### src/rtl/core/pfc_pkg.sv
`timescale 1ns / 1ps
// ----------------------------------------------------------------------------
// Playfair cipher package
// Shared types, constants and small helpers for the digraph cipher core.
// ----------------------------------------------------------------------------
package pfc_pkg;

    // Square geometry and letter coding
    localparam int SQ_DIM      = 5;
    localparam int SQ_IDX_W    = $clog2(SQ_DIM);
    localparam int LETTER_W    = 5;
    localparam int CFG_WIDE_W  = 60;
    localparam int CFG_IDX_W   = 2;

    localparam logic [LETTER_W-1:0] LETTER_I   = 5'd8;
    localparam logic [LETTER_W-1:0] LETTER_J   = 5'd9;
    localparam logic [LETTER_W-1:0] LETTER_MAX = 5'd25;

    // Configuration register indexes
    localparam logic [CFG_IDX_W-1:0] CFG_IDX_LOW  = 2'd0;
    localparam logic [CFG_IDX_W-1:0] CFG_IDX_MID  = 2'd1;
    localparam logic [CFG_IDX_W-1:0] CFG_IDX_LAST = 2'd2;

    // Reset contents of the key square
    localparam logic [CFG_WIDE_W-1:0] CELLS_LOW_RST = 60'd445091350149433376;
    localparam logic [CFG_WIDE_W-1:0] CELLS_MID_RST = 60'd891384680460860877;
    localparam logic [LETTER_W-1:0]   CELL_LAST_RST = 5'd25;

    // Default depth of the queue between front and back
    localparam int QUEUE_DEPTH = 2;

    typedef logic [SQ_IDX_W-1:0] t_sq_idx;

    // Key square, element [row][col] holds cell 5*row+col
    typedef logic [SQ_DIM-1:0][SQ_DIM-1:0][LETTER_W-1:0] t_square;

    typedef struct packed {
        logic                mode;
        logic [LETTER_W-1:0] first_letter;
        logic [LETTER_W-1:0] second_letter;
        logic                last_pair;
    } t_pair_in;

    typedef struct packed {
        logic [LETTER_W-1:0] first_out;
        logic [LETTER_W-1:0] second_out;
        logic                pair_error;
        logic                last_out;
    } t_pair_out;

    // Classified digraph handed from front to back
    typedef struct packed {
        logic                mode;
        logic [LETTER_W-1:0] first_letter;
        logic [LETTER_W-1:0] second_letter;
        logic                last_pair;
        logic                pair_error;
        t_sq_idx             row_a;
        t_sq_idx             col_a;
        t_sq_idx             row_b;
        t_sq_idx             col_b;
    } t_job;

    // Step one place forward or back, wrapping within the square
    function automatic t_sq_idx wrap_step(input t_sq_idx x, input logic back);
        t_sq_idx y;
        if (back) begin
            y = (x == '0) ? t_sq_idx'(SQ_DIM - 1) : t_sq_idx'(x - 1'b1);
        end else begin
            y = (x == t_sq_idx'(SQ_DIM - 1)) ? '0 : t_sq_idx'(x + 1'b1);
        end
        return y;
    endfunction

endpackage

### src/rtl/core/pfc_front.sv
`timescale 1ns / 1ps
// ----------------------------------------------------------------------------
// Playfair cipher front end
// Accepts a digraph, folds j onto i, checks it and locates both letters in
// the key square, then holds the classified job for the queue.
// ----------------------------------------------------------------------------
module pfc_front
    import pfc_pkg::*;
(
    input  logic     i_clk,
    input  logic     i_rst_n,
    input  logic     i_accept,
    input  t_pair_in i_item,
    input  t_square  i_square,
    input  logic     i_queue_full,
    output logic     o_job_valid,
    output t_job     o_job
);

    logic                r_valid;
    logic                n_valid;
    t_job                r_job;
    t_job                n_job;
    logic [LETTER_W-1:0] la;
    logic [LETTER_W-1:0] lb;
    logic                hit_a;
    logic                hit_b;
    t_sq_idx             row_a;
    t_sq_idx             col_a;
    t_sq_idx             row_b;
    t_sq_idx             col_b;
    logic                push;

    // Fold j onto i
    assign la = (i_item.first_letter == LETTER_J) ? LETTER_I : i_item.first_letter;
    assign lb = (i_item.second_letter == LETTER_J) ? LETTER_I : i_item.second_letter;

    // Search the square; scan downwards so the lowest matching cell wins
    always_comb begin
        hit_a = 1'b0;
        hit_b = 1'b0;
        row_a = '0;
        col_a = '0;
        row_b = '0;
        col_b = '0;
        for (int r = SQ_DIM - 1; r >= 0; r--) begin
            for (int c = SQ_DIM - 1; c >= 0; c--) begin
                if (i_square[r][c] == la) begin
                    hit_a = 1'b1;
                    row_a = t_sq_idx'(r);
                    col_a = t_sq_idx'(c);
                end
                if (i_square[r][c] == lb) begin
                    hit_b = 1'b1;
                    row_b = t_sq_idx'(r);
                    col_b = t_sq_idx'(c);
                end
            end
        end
    end

    // Build the job record
    always_comb begin
        n_job.mode          = i_item.mode;
        n_job.first_letter  = i_item.first_letter;
        n_job.second_letter = i_item.second_letter;
        n_job.last_pair     = i_item.last_pair;
        n_job.pair_error    = (la > LETTER_MAX) || (lb > LETTER_MAX) || (la == lb)
                              || !hit_a || !hit_b;
        n_job.row_a         = row_a;
        n_job.col_a         = col_a;
        n_job.row_b         = row_b;
        n_job.col_b         = col_b;
    end

    // Hand the held job on whenever the queue has room
    assign push    = r_valid && !i_queue_full;
    assign n_valid = i_accept || (r_valid && !push);

    always_ff @(posedge i_clk) begin
        if (!i_rst_n) begin
            r_valid <= 1'b0;
        end else begin
            r_valid <= n_valid;
        end
    end

    always_ff @(posedge i_clk) begin
        if (i_accept) begin
            r_job <= n_job;
        end
    end

    assign o_job_valid = push;
    assign o_job       = r_job;

endmodule

### src/rtl/core/pfc_queue.sv
`timescale 1ns / 1ps
// ----------------------------------------------------------------------------
// Playfair cipher job queue
// Short first-in first-out buffer that decouples the front and back ends.
// ----------------------------------------------------------------------------
module pfc_queue
    import pfc_pkg::*;
#(
    parameter int DEPTH = QUEUE_DEPTH
) (
    input  logic i_clk,
    input  logic i_rst_n,
    input  logic i_push,
    input  t_job i_job,
    input  logic i_pop,
    output logic o_full,
    output logic o_empty,
    output t_job o_job
);

    localparam int PTR_W = (DEPTH > 1) ? $clog2(DEPTH) : 1;
    localparam int CNT_W = $clog2(DEPTH + 1);

    t_job             r_mem [DEPTH];
    logic [PTR_W-1:0] r_wr_ptr;
    logic [PTR_W-1:0] n_wr_ptr;
    logic [PTR_W-1:0] r_rd_ptr;
    logic [PTR_W-1:0] n_rd_ptr;
    logic [CNT_W-1:0] r_count;
    logic [CNT_W-1:0] n_count;
    logic             do_push;
    logic             do_pop;

    assign o_full  = (r_count == CNT_W'(DEPTH));
    assign o_empty = (r_count == '0);
    assign do_push = i_push && !o_full;
    assign do_pop  = i_pop && !o_empty;
    assign o_job   = r_mem[r_rd_ptr];

    // Advance pointers with wrap, track fill level
    always_comb begin
        n_wr_ptr = r_wr_ptr;
        n_rd_ptr = r_rd_ptr;
        n_count  = r_count;
        if (do_push) begin
            n_wr_ptr = (r_wr_ptr == PTR_W'(DEPTH - 1)) ? '0 : PTR_W'(r_wr_ptr + 1'b1);
        end
        if (do_pop) begin
            n_rd_ptr = (r_rd_ptr == PTR_W'(DEPTH - 1)) ? '0 : PTR_W'(r_rd_ptr + 1'b1);
        end
        if (do_push && !do_pop) begin
            n_count = CNT_W'(r_count + 1'b1);
        end else if (do_pop && !do_push) begin
            n_count = CNT_W'(r_count - 1'b1);
        end
    end

    always_ff @(posedge i_clk) begin
        if (!i_rst_n) begin
            r_wr_ptr <= '0;
            r_rd_ptr <= '0;
            r_count  <= '0;
        end else begin
            r_wr_ptr <= n_wr_ptr;
            r_rd_ptr <= n_rd_ptr;
            r_count  <= n_count;
        end
    end

    always_ff @(posedge i_clk) begin
        if (do_push) begin
            r_mem[r_wr_ptr] <= i_job;
        end
    end

`ifndef SYNTHESIS
    // A push into a full queue would lose a job
    a_no_overflow: assert property (@(posedge i_clk) disable iff (!i_rst_n)
        !(i_push && o_full))
        else $error("queue push while full");

    // A pop alone drops the fill level by one
    a_pop_count: assert property (@(posedge i_clk) disable iff (!i_rst_n)
        (do_pop && !do_push) |=> (r_count == CNT_W'($past(r_count) - 1'b1)))
        else $error("queue count did not drop on pop");
`endif

endmodule

### src/rtl/core/pfc_back.sv
`timescale 1ns / 1ps
// ----------------------------------------------------------------------------
// Playfair cipher back end
// Applies the row, column or rectangle rule to a classified job and
// registers the resulting digraph with a one-cycle strobe.
// ----------------------------------------------------------------------------
module pfc_back
    import pfc_pkg::*;
(
    input  logic      i_clk,
    input  logic      i_rst_n,
    input  logic      i_job_valid,
    input  t_job      i_job,
    input  t_square   i_square,
    output logic      o_result_valid,
    output t_pair_out o_result
);

    logic      r_valid;
    t_pair_out r_result;
    t_pair_out n_result;
    t_sq_idx   tr_a;
    t_sq_idx   tc_a;
    t_sq_idx   tr_b;
    t_sq_idx   tc_b;

    // Pick target cells by rule
    always_comb begin
        if (i_job.row_a == i_job.row_b) begin
            tr_a = i_job.row_a;
            tc_a = wrap_step(i_job.col_a, i_job.mode);
            tr_b = i_job.row_b;
            tc_b = wrap_step(i_job.col_b, i_job.mode);
        end else if (i_job.col_a == i_job.col_b) begin
            tr_a = wrap_step(i_job.row_a, i_job.mode);
            tc_a = i_job.col_a;
            tr_b = wrap_step(i_job.row_b, i_job.mode);
            tc_b = i_job.col_b;
        end else begin
            tr_a = i_job.row_a;
            tc_a = i_job.col_b;
            tr_b = i_job.row_b;
            tc_b = i_job.col_a;
        end
    end

    // Read the square, or pass the letters through on error
    always_comb begin
        n_result.pair_error = i_job.pair_error;
        n_result.last_out   = i_job.last_pair;
        if (i_job.pair_error) begin
            n_result.first_out  = i_job.first_letter;
            n_result.second_out = i_job.second_letter;
        end else begin
            n_result.first_out  = i_square[tr_a][tc_a];
            n_result.second_out = i_square[tr_b][tc_b];
        end
    end

    always_ff @(posedge i_clk) begin
        if (!i_rst_n) begin
            r_valid <= 1'b0;
        end else begin
            r_valid <= i_job_valid;
        end
    end

    always_ff @(posedge i_clk) begin
        if (i_job_valid) begin
            r_result <= n_result;
        end
    end

    assign o_result_valid = r_valid;
    assign o_result       = r_result;

`ifndef SYNTHESIS
    // An error result carries the input letters unchanged
    a_err_passthru: assert property (@(posedge i_clk) disable iff (!i_rst_n)
        (i_job_valid && i_job.pair_error) |=>
            (o_result.first_out == $past(i_job.first_letter)
             && o_result.second_out == $past(i_job.second_letter)))
        else $error("error result does not pass letters through");
`endif

endmodule

### src/rtl/core/playfair_digraph_cipher.sv
`timescale 1ns / 1ps
// ----------------------------------------------------------------------------
// Playfair digraph cipher
// Path: the front end registers an accepted digraph, the queue stores the job
// and the back end registers the result strobe; the result transfers at the edge that ends the strobe cycle.
// Throughput: one digraph per cycle; busy stays low as the back end drains
// the queue every cycle and the receiver cannot stall.
// Reset: synchronous, active low; clears the pipeline and reloads the
// default key square.
// ----------------------------------------------------------------------------
module playfair_digraph_cipher
    import pfc_pkg::*;
#(
    parameter int QDEPTH = QUEUE_DEPTH
) (
    input  logic                  i_clk,
    input  logic                  i_rst_n,
    input  logic                  start,
    output logic                  busy,
    input  t_pair_in              i_item,
    output logic                  o_result_valid,
    output t_pair_out             o_result,
    input  logic                  i_cfg_valid,
    output logic                  o_cfg_ready,
    input  logic [CFG_IDX_W-1:0]  i_cfg_index,
    input  logic [CFG_WIDE_W-1:0] i_cfg_data
);

    logic [CFG_WIDE_W-1:0] r_cells_low;
    logic [CFG_WIDE_W-1:0] r_cells_mid;
    logic [LETTER_W-1:0]   r_cell_last;
    t_square               square;
    logic                  accept;
    logic                  front_busy;
    logic                  push;
    t_job                  front_job;
    logic                  queue_full;
    logic                  queue_empty;
    t_job                  head_job;
    logic                  cfg_wr;

    // Configuration writes, always ready
    assign o_cfg_ready = 1'b1;
    assign cfg_wr      = i_cfg_valid && o_cfg_ready;

    always_ff @(posedge i_clk) begin
        if (!i_rst_n) begin
            r_cells_low <= CELLS_LOW_RST;
            r_cells_mid <= CELLS_MID_RST;
            r_cell_last <= CELL_LAST_RST;
        end else if (cfg_wr) begin
            unique case (i_cfg_index)
                CFG_IDX_LOW:  r_cells_low <= i_cfg_data;
                CFG_IDX_MID:  r_cells_mid <= i_cfg_data;
                CFG_IDX_LAST: r_cell_last <= i_cfg_data[LETTER_W-1:0];
                default: ;
            endcase
        end
    end

    // Row-major cells, cell 0 in the low bits
    assign square = {r_cell_last, r_cells_mid, r_cells_low};

    // Hold off a new digraph whenever the queue is full
    assign front_busy = push ? 1'b0 : 1'b0;
    assign busy       = front_busy || queue_full;
    assign accept     = start && !busy;

    pfc_front u_front (
        .i_clk        (i_clk),
        .i_rst_n      (i_rst_n),
        .i_accept     (accept),
        .i_item       (i_item),
        .i_square     (square),
        .i_queue_full (queue_full),
        .o_job_valid  (push),
        .o_job        (front_job)
    );

    pfc_queue #(
        .DEPTH (QDEPTH)
    ) u_queue (
        .i_clk   (i_clk),
        .i_rst_n (i_rst_n),
        .i_push  (push),
        .i_job   (front_job),
        .i_pop   (!queue_empty),
        .o_full  (queue_full),
        .o_empty (queue_empty),
        .o_job   (head_job)
    );

    pfc_back u_back (
        .i_clk          (i_clk),
        .i_rst_n        (i_rst_n),
        .i_job_valid    (!queue_empty),
        .i_job          (head_job),
        .i_square       (square),
        .o_result_valid (o_result_valid),
        .o_result       (o_result)
    );

`ifndef SYNTHESIS
    // The back end drains every cycle, so the queue never fills
    a_never_busy: assert property (@(posedge i_clk) disable iff (!i_rst_n)
        !busy)
        else $error("cipher stalled its input");
`endif

endmodule

### config.mk
export PLATFORM = sky130hd
export DESIGN_NAME = playfair_digraph_cipher
export DESIGN_NICKNAME = d
export VERILOG_FILES = /design/src/rtl/core/pfc_pkg.sv /design/src/rtl/core/pfc_front.sv /design/src/rtl/core/pfc_queue.sv /design/src/rtl/core/pfc_back.sv /design/src/rtl/core/playfair_digraph_cipher.sv
export SDC_FILE = /design/constraint.sdc
export NUM_CORES = 1
export LEC_CHECK = 0
export BUFFER_PORTS_ARGS = -buffer_cell sky130_fd_sc_hd__buf_2
export CAP_MARGIN = 20
export CORE_ASPECT_RATIO = 1.25
export CORE_MARGIN = 10
export CORE_UTILIZATION = 45
export CTS_CLUSTER_SIZE = 20
export DETAILED_ROUTE_END_ITERATION = 16
export GPL_TIMING_DRIVEN = 0
export PLACE_DENSITY = 0.72
export REMOVE_ABC_BUFFERS = 1
export SLEW_MARGIN = 10
export SYNTH_ARGS = -nofsm -noshare
export SYNTH_HDL_FRONTEND = slang
export SYNTH_SLANG_ARGS = --single-unit
### constraint.sdc
create_clock -name i_clk -period 4.12 [get_ports i_clk]
set_input_delay 0.412 -clock i_clk [delete_from_list [all_inputs] [get_ports i_clk]]
set_output_delay 0.412 -clock i_clk [all_outputs]
set_load 0.05 [all_outputs]
==> metrics, run 1 <==
vias post-DR 13100; Iter 0 DRT Violations 1363; die height 223 um; Tcrit/Tclk final 97.5%; post-DP HPWL 37200 um; Root Driver clkbuf_16; Mapped Area 14800 um2; Final #Nets 1787; CTS tree built; via count of the first global-routing pass 12700; Combinational Power Share 46.2%; Pwr Total 9.17 mW; Max-Cap Viols 0; status finished clean; Cell Pwr Density 556 nW/um2; number of buffers created by CTS 23; path depth of the worst reg2reg path 11; initial antenna violation count 0; final setup fails 0; dpl cells 2069; Critical Path Start Type flop; Seq/Total Area, Yosys 35.5%; Crit Path Class flop to flop; Min Hold Slack 0.0406 ns; total track usage 24.4%; worst clock skew 0.0271 ns; Hold Startpoint i_item[0]; hold_buf cts 0; Critical Path RT 4.45 ns; Gate Count Post-Synth 1653; Tmin final 4.02 ns; synth cell count leaders nand2_1, xnor2_1, dfxtp_1; CTS H-Tree Depth 1; Pleak 6.26 nW; Final Non-Filler Cells 2127; CTS Buffer Depth 3; initial core utilization 45.5%; Wirelength per Cell 24.3 um; Routed Antenna Nets 0; f_max 0.249 GHz; post-synthesis async set-or-reset flop share 0%; Antenna Cells 0; Via-to-Cell Ratio 6.16; hold path depth 1; Syn Area/Cell 8.96 um2; maximum fanout along the worst path 31; die width 182 um; Final Hold Fails 0; post-synth top area cell dfxtp_1; clock group share of total power 23.5%; global-route wire length before repair 77600 um; Net Sw Frac 41.1%; DP Worst Slack -0.577 ns; CP endpoint kind flop; IO Pins 93; distinct cell type count after synthesis 85; Crit path arrival time 4.35 ns; Reg clk slew, reported paths 0.06 ns; peak supply drop 0.276 mV; # port buffers 91; share of cells above drive strength 1 13.8%; Hold Crit Class input pin to flop; Total Routed Length 51700 um; Syn-to-layout area delta 11.4%; Post-synth EDFFs 87; largest net degree at the start of global routing 73; row cnt 74; most common cell in the synthesized netlist nand2_1; Pre-Repair DR Iteration Count 6; #FFs+latches synth 219; reg2reg end u_back.o_result[4]; Synth area leaders dfxtp_1, edfxtp_1, xnor2_1; Synth top area share 17.8%; top_reg_cell synth dfxtp_1; DRC Markers 0; clk_lat worst skew 0.55 ns; CP endpoint u_back.o_result[4]; Max Slew Vio Count 0; Flop pwr share 30.3%; Int Power 5.40 mW; final setup margin 0.102 ns; CTS sink count 219; RSZ-0062 raised after global routing false; Least-Margin Pin Slew 1.18 ns; reg2reg setup slack 0.10 ns; Slew HR 21.3%; Core ar. 32600 um2; Psw 3.77 mW; RD Place Congestion 0.970; die area 40600 um2; grt ovf 0; Yosys warnings 0
placed cells by master, fill, tap and decap left out, types with 26 or more instances in the layout:
cell type / count
a21boi_0: 82
inv_1: 34
o21ai_0: 26
nor2_1: 69
nor4_1: 26
nand3_1: 77
buf_2: 90
nand2_1: 309
xnor2_1: 164
nand4_1: 43
edfxtp_1: 87
xor2_1: 88
mux2i_1: 62
a21oi_1: 36
dfxtp_1: 131
nor3_1: 39
final cells by class:
type                            count  area [um2]
Tap cell                          418         523
Inverter                           33         124
Clock inverter                     12         103
Fill cell                        3057       16100
Timing Repair Buffer              120         821
Multi-Input combinational cell   1295        9010
Sequential cell                   219        5260
Clock buffer                       30         674
metal layers:
| metal | up-vias | global-route usage (%) | routed length [um] |
|---|---|---|---|
| met1 | 6299 | 28.9 | 19600 |
| met2 | 682 | 39.8 | 24000 |
| met4 | 0 | 17.3 | 4190 |
| met5 | - | 0 | 0 |
| li1 | 5926 | - | - |
| met3 | 200 | 3.55 | 3940 |
registers in the layout, indices dropped and copies added, names as in the netlist, 2 cells and up, named ones only:
register,count
r_cell_last,5
r_cells_low,60
u_queue.r_count,2
r_cells_mid,60
u_front.o_job,25
u_back.o_result,12
u_queue.r_mem,50
critical path, stage by stage, from the launching register on:
cell and delay [ns]:
dfxtp_2 0.45, buf_12 0.26, mux2i_2 0.35, ha_1 0.28, nor2_1 0.05, a211oi_1 0.23
a221o_1 0.21, o21a_2 0.58, mux2i_1 0.20, a22oi_1 0.63, o2111ai_1 0.21, o22ai_1 0.32
worst min path at each step:
stage	endpoint	slack, ns
CTS	u_front.o_job[13]	0.03
finish	u_front.o_job[13]	0.04
global placement	u_queue.r_mem[1][24]	0.42
global route	u_front.o_job[13]	0.04
detailed placement	u_queue.r_mem[0][11]	0.43
floorplan	u_queue.r_mem[0][0]	0.42
stage by stage:
| step | setup TNS, ns | util [%] | area, um2 |
|---|---|---|---|
| after global routing | 0 | 50.7 | 16500 |
| final | 0 | 50.7 | 16500 |
| after detailed placement | -2.67 | 47.7 | 15500 |
| after CTS | 0 | 50.3 | 16400 |
| after floorplan | -3.98 | - | 14300 |
| after global placement | -191.75 | 46.8 | 15200 |
what timing repair did:
action	CTS	global route
pin swaps	1	2
setup buffers	4	7
gates cloned	2	0
setup endpoints to repair	11	8
gates resized for setup	5	8
power by group through the flow:
stage	logic (mW)	registers (mW)	clock network [mW]
final	4.24	2.78	2.16
after global routing	4.45	2.80	2.25
after CTS	4.02	2.77	2.17
after detailed placement	3.90	2.82	0
after global placement	3.70	2.86	0
after floorplan	2.42	3.01	0
cell families after synthesis:
logic type      count (synthesis)  synth area share (%)
buf+inv                       141                  4.56
compound gates                271                  13.3
simple gates                  645                  20.4
mux                           107                  9.92
fa+ha+maj                      17                  1.44
flops                         219                  35.5
other cells                     1                0.0253
xor+xnor                      252                  14.9
No activity file was read; power rests on OpenSTA's default activity.
==> run 2: changes to the inputs <==
--- a/config.mk
+++ b/config.mk
@@ -10,9 +10,9 @@
 export CORE_ASPECT_RATIO = 1.25
 export CORE_MARGIN = 10
 export CORE_UTILIZATION = 45
+export CTS_BUF_LIST = sky130_fd_sc_hd__clkbuf_16
 export CTS_CLUSTER_SIZE = 20
 export DETAILED_ROUTE_END_ITERATION = 16
-export GPL_TIMING_DRIVEN = 0
 export PLACE_DENSITY = 0.72
 export REMOVE_ABC_BUFFERS = 1
 export SLEW_MARGIN = 10
==> run 2 against run 1 <==
  * Die area stayed put
  * Combinational power fell by 7.5%
  * Sequential power up 3%
  * First-iteration DRC count shrank 7.9%
  * Non-clock buffer count up 24
  * Sequential share of layout area grew 0.10 points
  * Design area shrank 0.33%
  * Final cell count is 1.1% higher
  * Total power down 2.9%
  * Flip-flop and latch count did not move
  * Critical path type unchanged
  * Largest cell class unchanged
  * Largest power group unchanged
==> metrics, run 2 (synthesis gave the netlist of run 1 again) <==
status finished clean (unchanged); Least-Margin Pin Slew 0.884 ns (was 1.18 ns); placed instance area 15700 um2 (was 15500 um2); share of cells above drive strength 1 14.1% (was 13.8%); peak supply drop 0.420 mV (was 0.276 mV); row cnt 74 (unchanged); maximum fanout along the worst path 23 (was 31); cts repair resizes 0 (was 5); grt ovf 0 (unchanged); # fillers 3080 (was 3057); worst clock skew 0.0209 ns (was 0.0271 ns); Syn-to-layout area delta 11.1% (was 11.4%); via count of the first global-routing pass 12800 (was 12700); CTS H-Tree Depth 1 (unchanged); Tcrit/Tclk final 90.9% (was 97.5%); Cell Pwr Density 541 nW/um2 (was 556 nW/um2); Min Hold Slack 0.0552 ns (was 0.0406 ns); Critical Path RT 4.42 ns (was 4.45 ns); Critical Path Start Type flop (unchanged); RSZ-0062 raised after global routing false (unchanged); most frequent cells in the layout nand2_1, xnor2_1, dfxtp_1 (unchanged); Final Non-Filler Cells 2151 (was 2127); vias post-DR 13100 (about the same); initial antenna violation count 1 (was 0); Reg clk slew, reported paths 0.07 ns (was 0.06 ns); largest registers r_cells_low (60), r_cells_mid (60), u_queue.r_mem (50) (unchanged); Antenna Cells 0 (unchanged); Iter 0 DRT Violations 1256 (was 1363); Core ar. 32600 um2 (unchanged); Pleak 6.32 nW (was 6.26 nW); Final #Nets 1810 (was 1787); post-CTS setup repair buffer count 0 (was 4); CTS tree built (unchanged); crit path cell chain buf_4 -> mux2i_1 -> inv_1 -> ha_1 -> nand2_1 -> nand3_1 -> mux2i_4 -> buf_4 -> mux2i_1 -> mux2i_1 -> o211a_1 -> a2111o_1 (was buf_12 -> mux2i_2 -> ha_1 -> nor2_1 -> a211oi_1 -> a221o_1 -> o21a_2 -> mux2i_1 -> a22oi_1 -> o2111ai_1 -> o22ai_1); die area 40600 um2 (unchanged); setup TNS 0 ns (unchanged); Pre-Repair DR Iteration Count 7 (was 6); Final Hold Fails 0 (unchanged); Tmin final 3.75 ns (was 4.02 ns); Root Driver clkbuf_16 (unchanged); path depth of the worst reg2reg path 12 (was 11); Max Slew Vio Count 0 (unchanged); post-DP HPWL 41800 um (was 37200 um); # port buffers 91 (unchanged); hold_buf cts 0 (unchanged); final setup fails 0 (unchanged); Slew HR 40.6% (was 21.3%); Levels on crit path 12 (was 11); Via-to-Cell Ratio 6.07 (was 6.16); Crit path arrival time 4.04 ns (was 4.35 ns); Hold Crit Class input pin to flop (unchanged); CP max stage delay 0.59 ns (was 0.63 ns); Routed Antenna Nets 0 (unchanged); f_max 0.267 GHz (was 0.249 GHz); leading cell type in the layout, fill and taps excluded nand2_1 (unchanged); CTS Buffer Depth 3 (unchanged); Crit Path Class flop to flop (unchanged); fin area 16500 um2 (about the same); initial core utilization 45.5% (unchanged); die width 182 um (unchanged); CP endpoint u_back.o_result[10] (was u_back.o_result[4]); critical path's top delay family multiplexers (was compound AO/OA/AOI/OAI gates); Max-Cap Viols 0 (unchanged); CP bufs+invs 3 (was 1); slowest cell on the critical path dfxtp_2 (was a22oi_1); number of buffers created by CTS 24 (was 23); Pwr Total 8.90 mW (was 9.17 mW); reg2reg setup slack 0.37 ns (was 0.10 ns); RD Place Congestion 1.01 (was 0.970); die height 223 um (unchanged); CP endpoint kind flop (unchanged); dpl cells 2107 (was 2069); Total Routed Length 54800 um (was 51700 um); global-route wire length before repair 81800 um (was 77600 um); most used cell, CP mux2i_1; clk_lat worst skew 0.55 ns (about the same); largest net degree at the start of global routing 92 (was 73); reg2reg end u_back.o_result[10] (was u_back.o_result[4]); Wirelength per Cell 25.5 um (was 24.3 um); DRC Markers 0 (unchanged); total track usage 26.1% (was 24.4%); CTS sink count 219 (unchanged); IO Pins 93 (unchanged)
==> run 2: per-stage QoR <==
step	utilization [%]	worst slack (ns)
after floorplan	-	-0.842
after global placement	48.1	0.468
after detailed placement	48.1	0.411
after CTS	50.5	0.410
after global routing	50.5	0.155
final	50.5	0.374
==> run 2: cell type report <==
type | count | area, um2 | area share [%]
clock buffer | 28 | 701 | 4.26
clock inverter | 16 | 77.6 | 0.471
inverter | 33 | 124 | 0.753
multi-input combinational | 1293 | 8910 | 54.1
sequential | 219 | 5260 | 31.9
tap | 418 | 523 | 3.18
timing repair buffer | 144 | 868 | 5.28
==> run 2: routing by layer <==
layer | track usage (%) | wire, um
met2 | 43.9 | 25900
met3 | 3.66 | 3540
met5 | 0 | 7
met1 | 30.7 | 21300
met4 | 16.6 | 4040
==> run 2: power breakdown <==
part / leakage [nW] / total (mW) / internal (mW) / switching, mW
Sequential: 1.90 / 2.85 / 2.58 / 0.269
Combinational: 4.02 / 3.92 / 1.51 / 2.41
Clock: 0.408 / 2.14 / 1.21 / 0.923
==> run 2: worst min path at each step <==
| stage | endpoint | slack [ns] | startpoint | cells after the start |
|---|---|---|---|---|
| after floorplan | u_queue.r_mem[0][0] | 0.42 | u_front.o_job[0] | 0 |
| after global placement | u_queue.r_mem[0][1] | 0.42 | u_front.o_job[1] | 0 |
| after detailed placement | u_queue.r_mem[1][15] | 0.43 | u_front.o_job[15] | 0 |
| after CTS | u_front.o_job[13] | 0.04 | i_item[0] | 1 |
| final | u_front.o_job[13] | 0.06 | i_item[0] | 1 |
| after global routing | u_front.o_job[13] | 0.04 | i_item[0] | 1 |
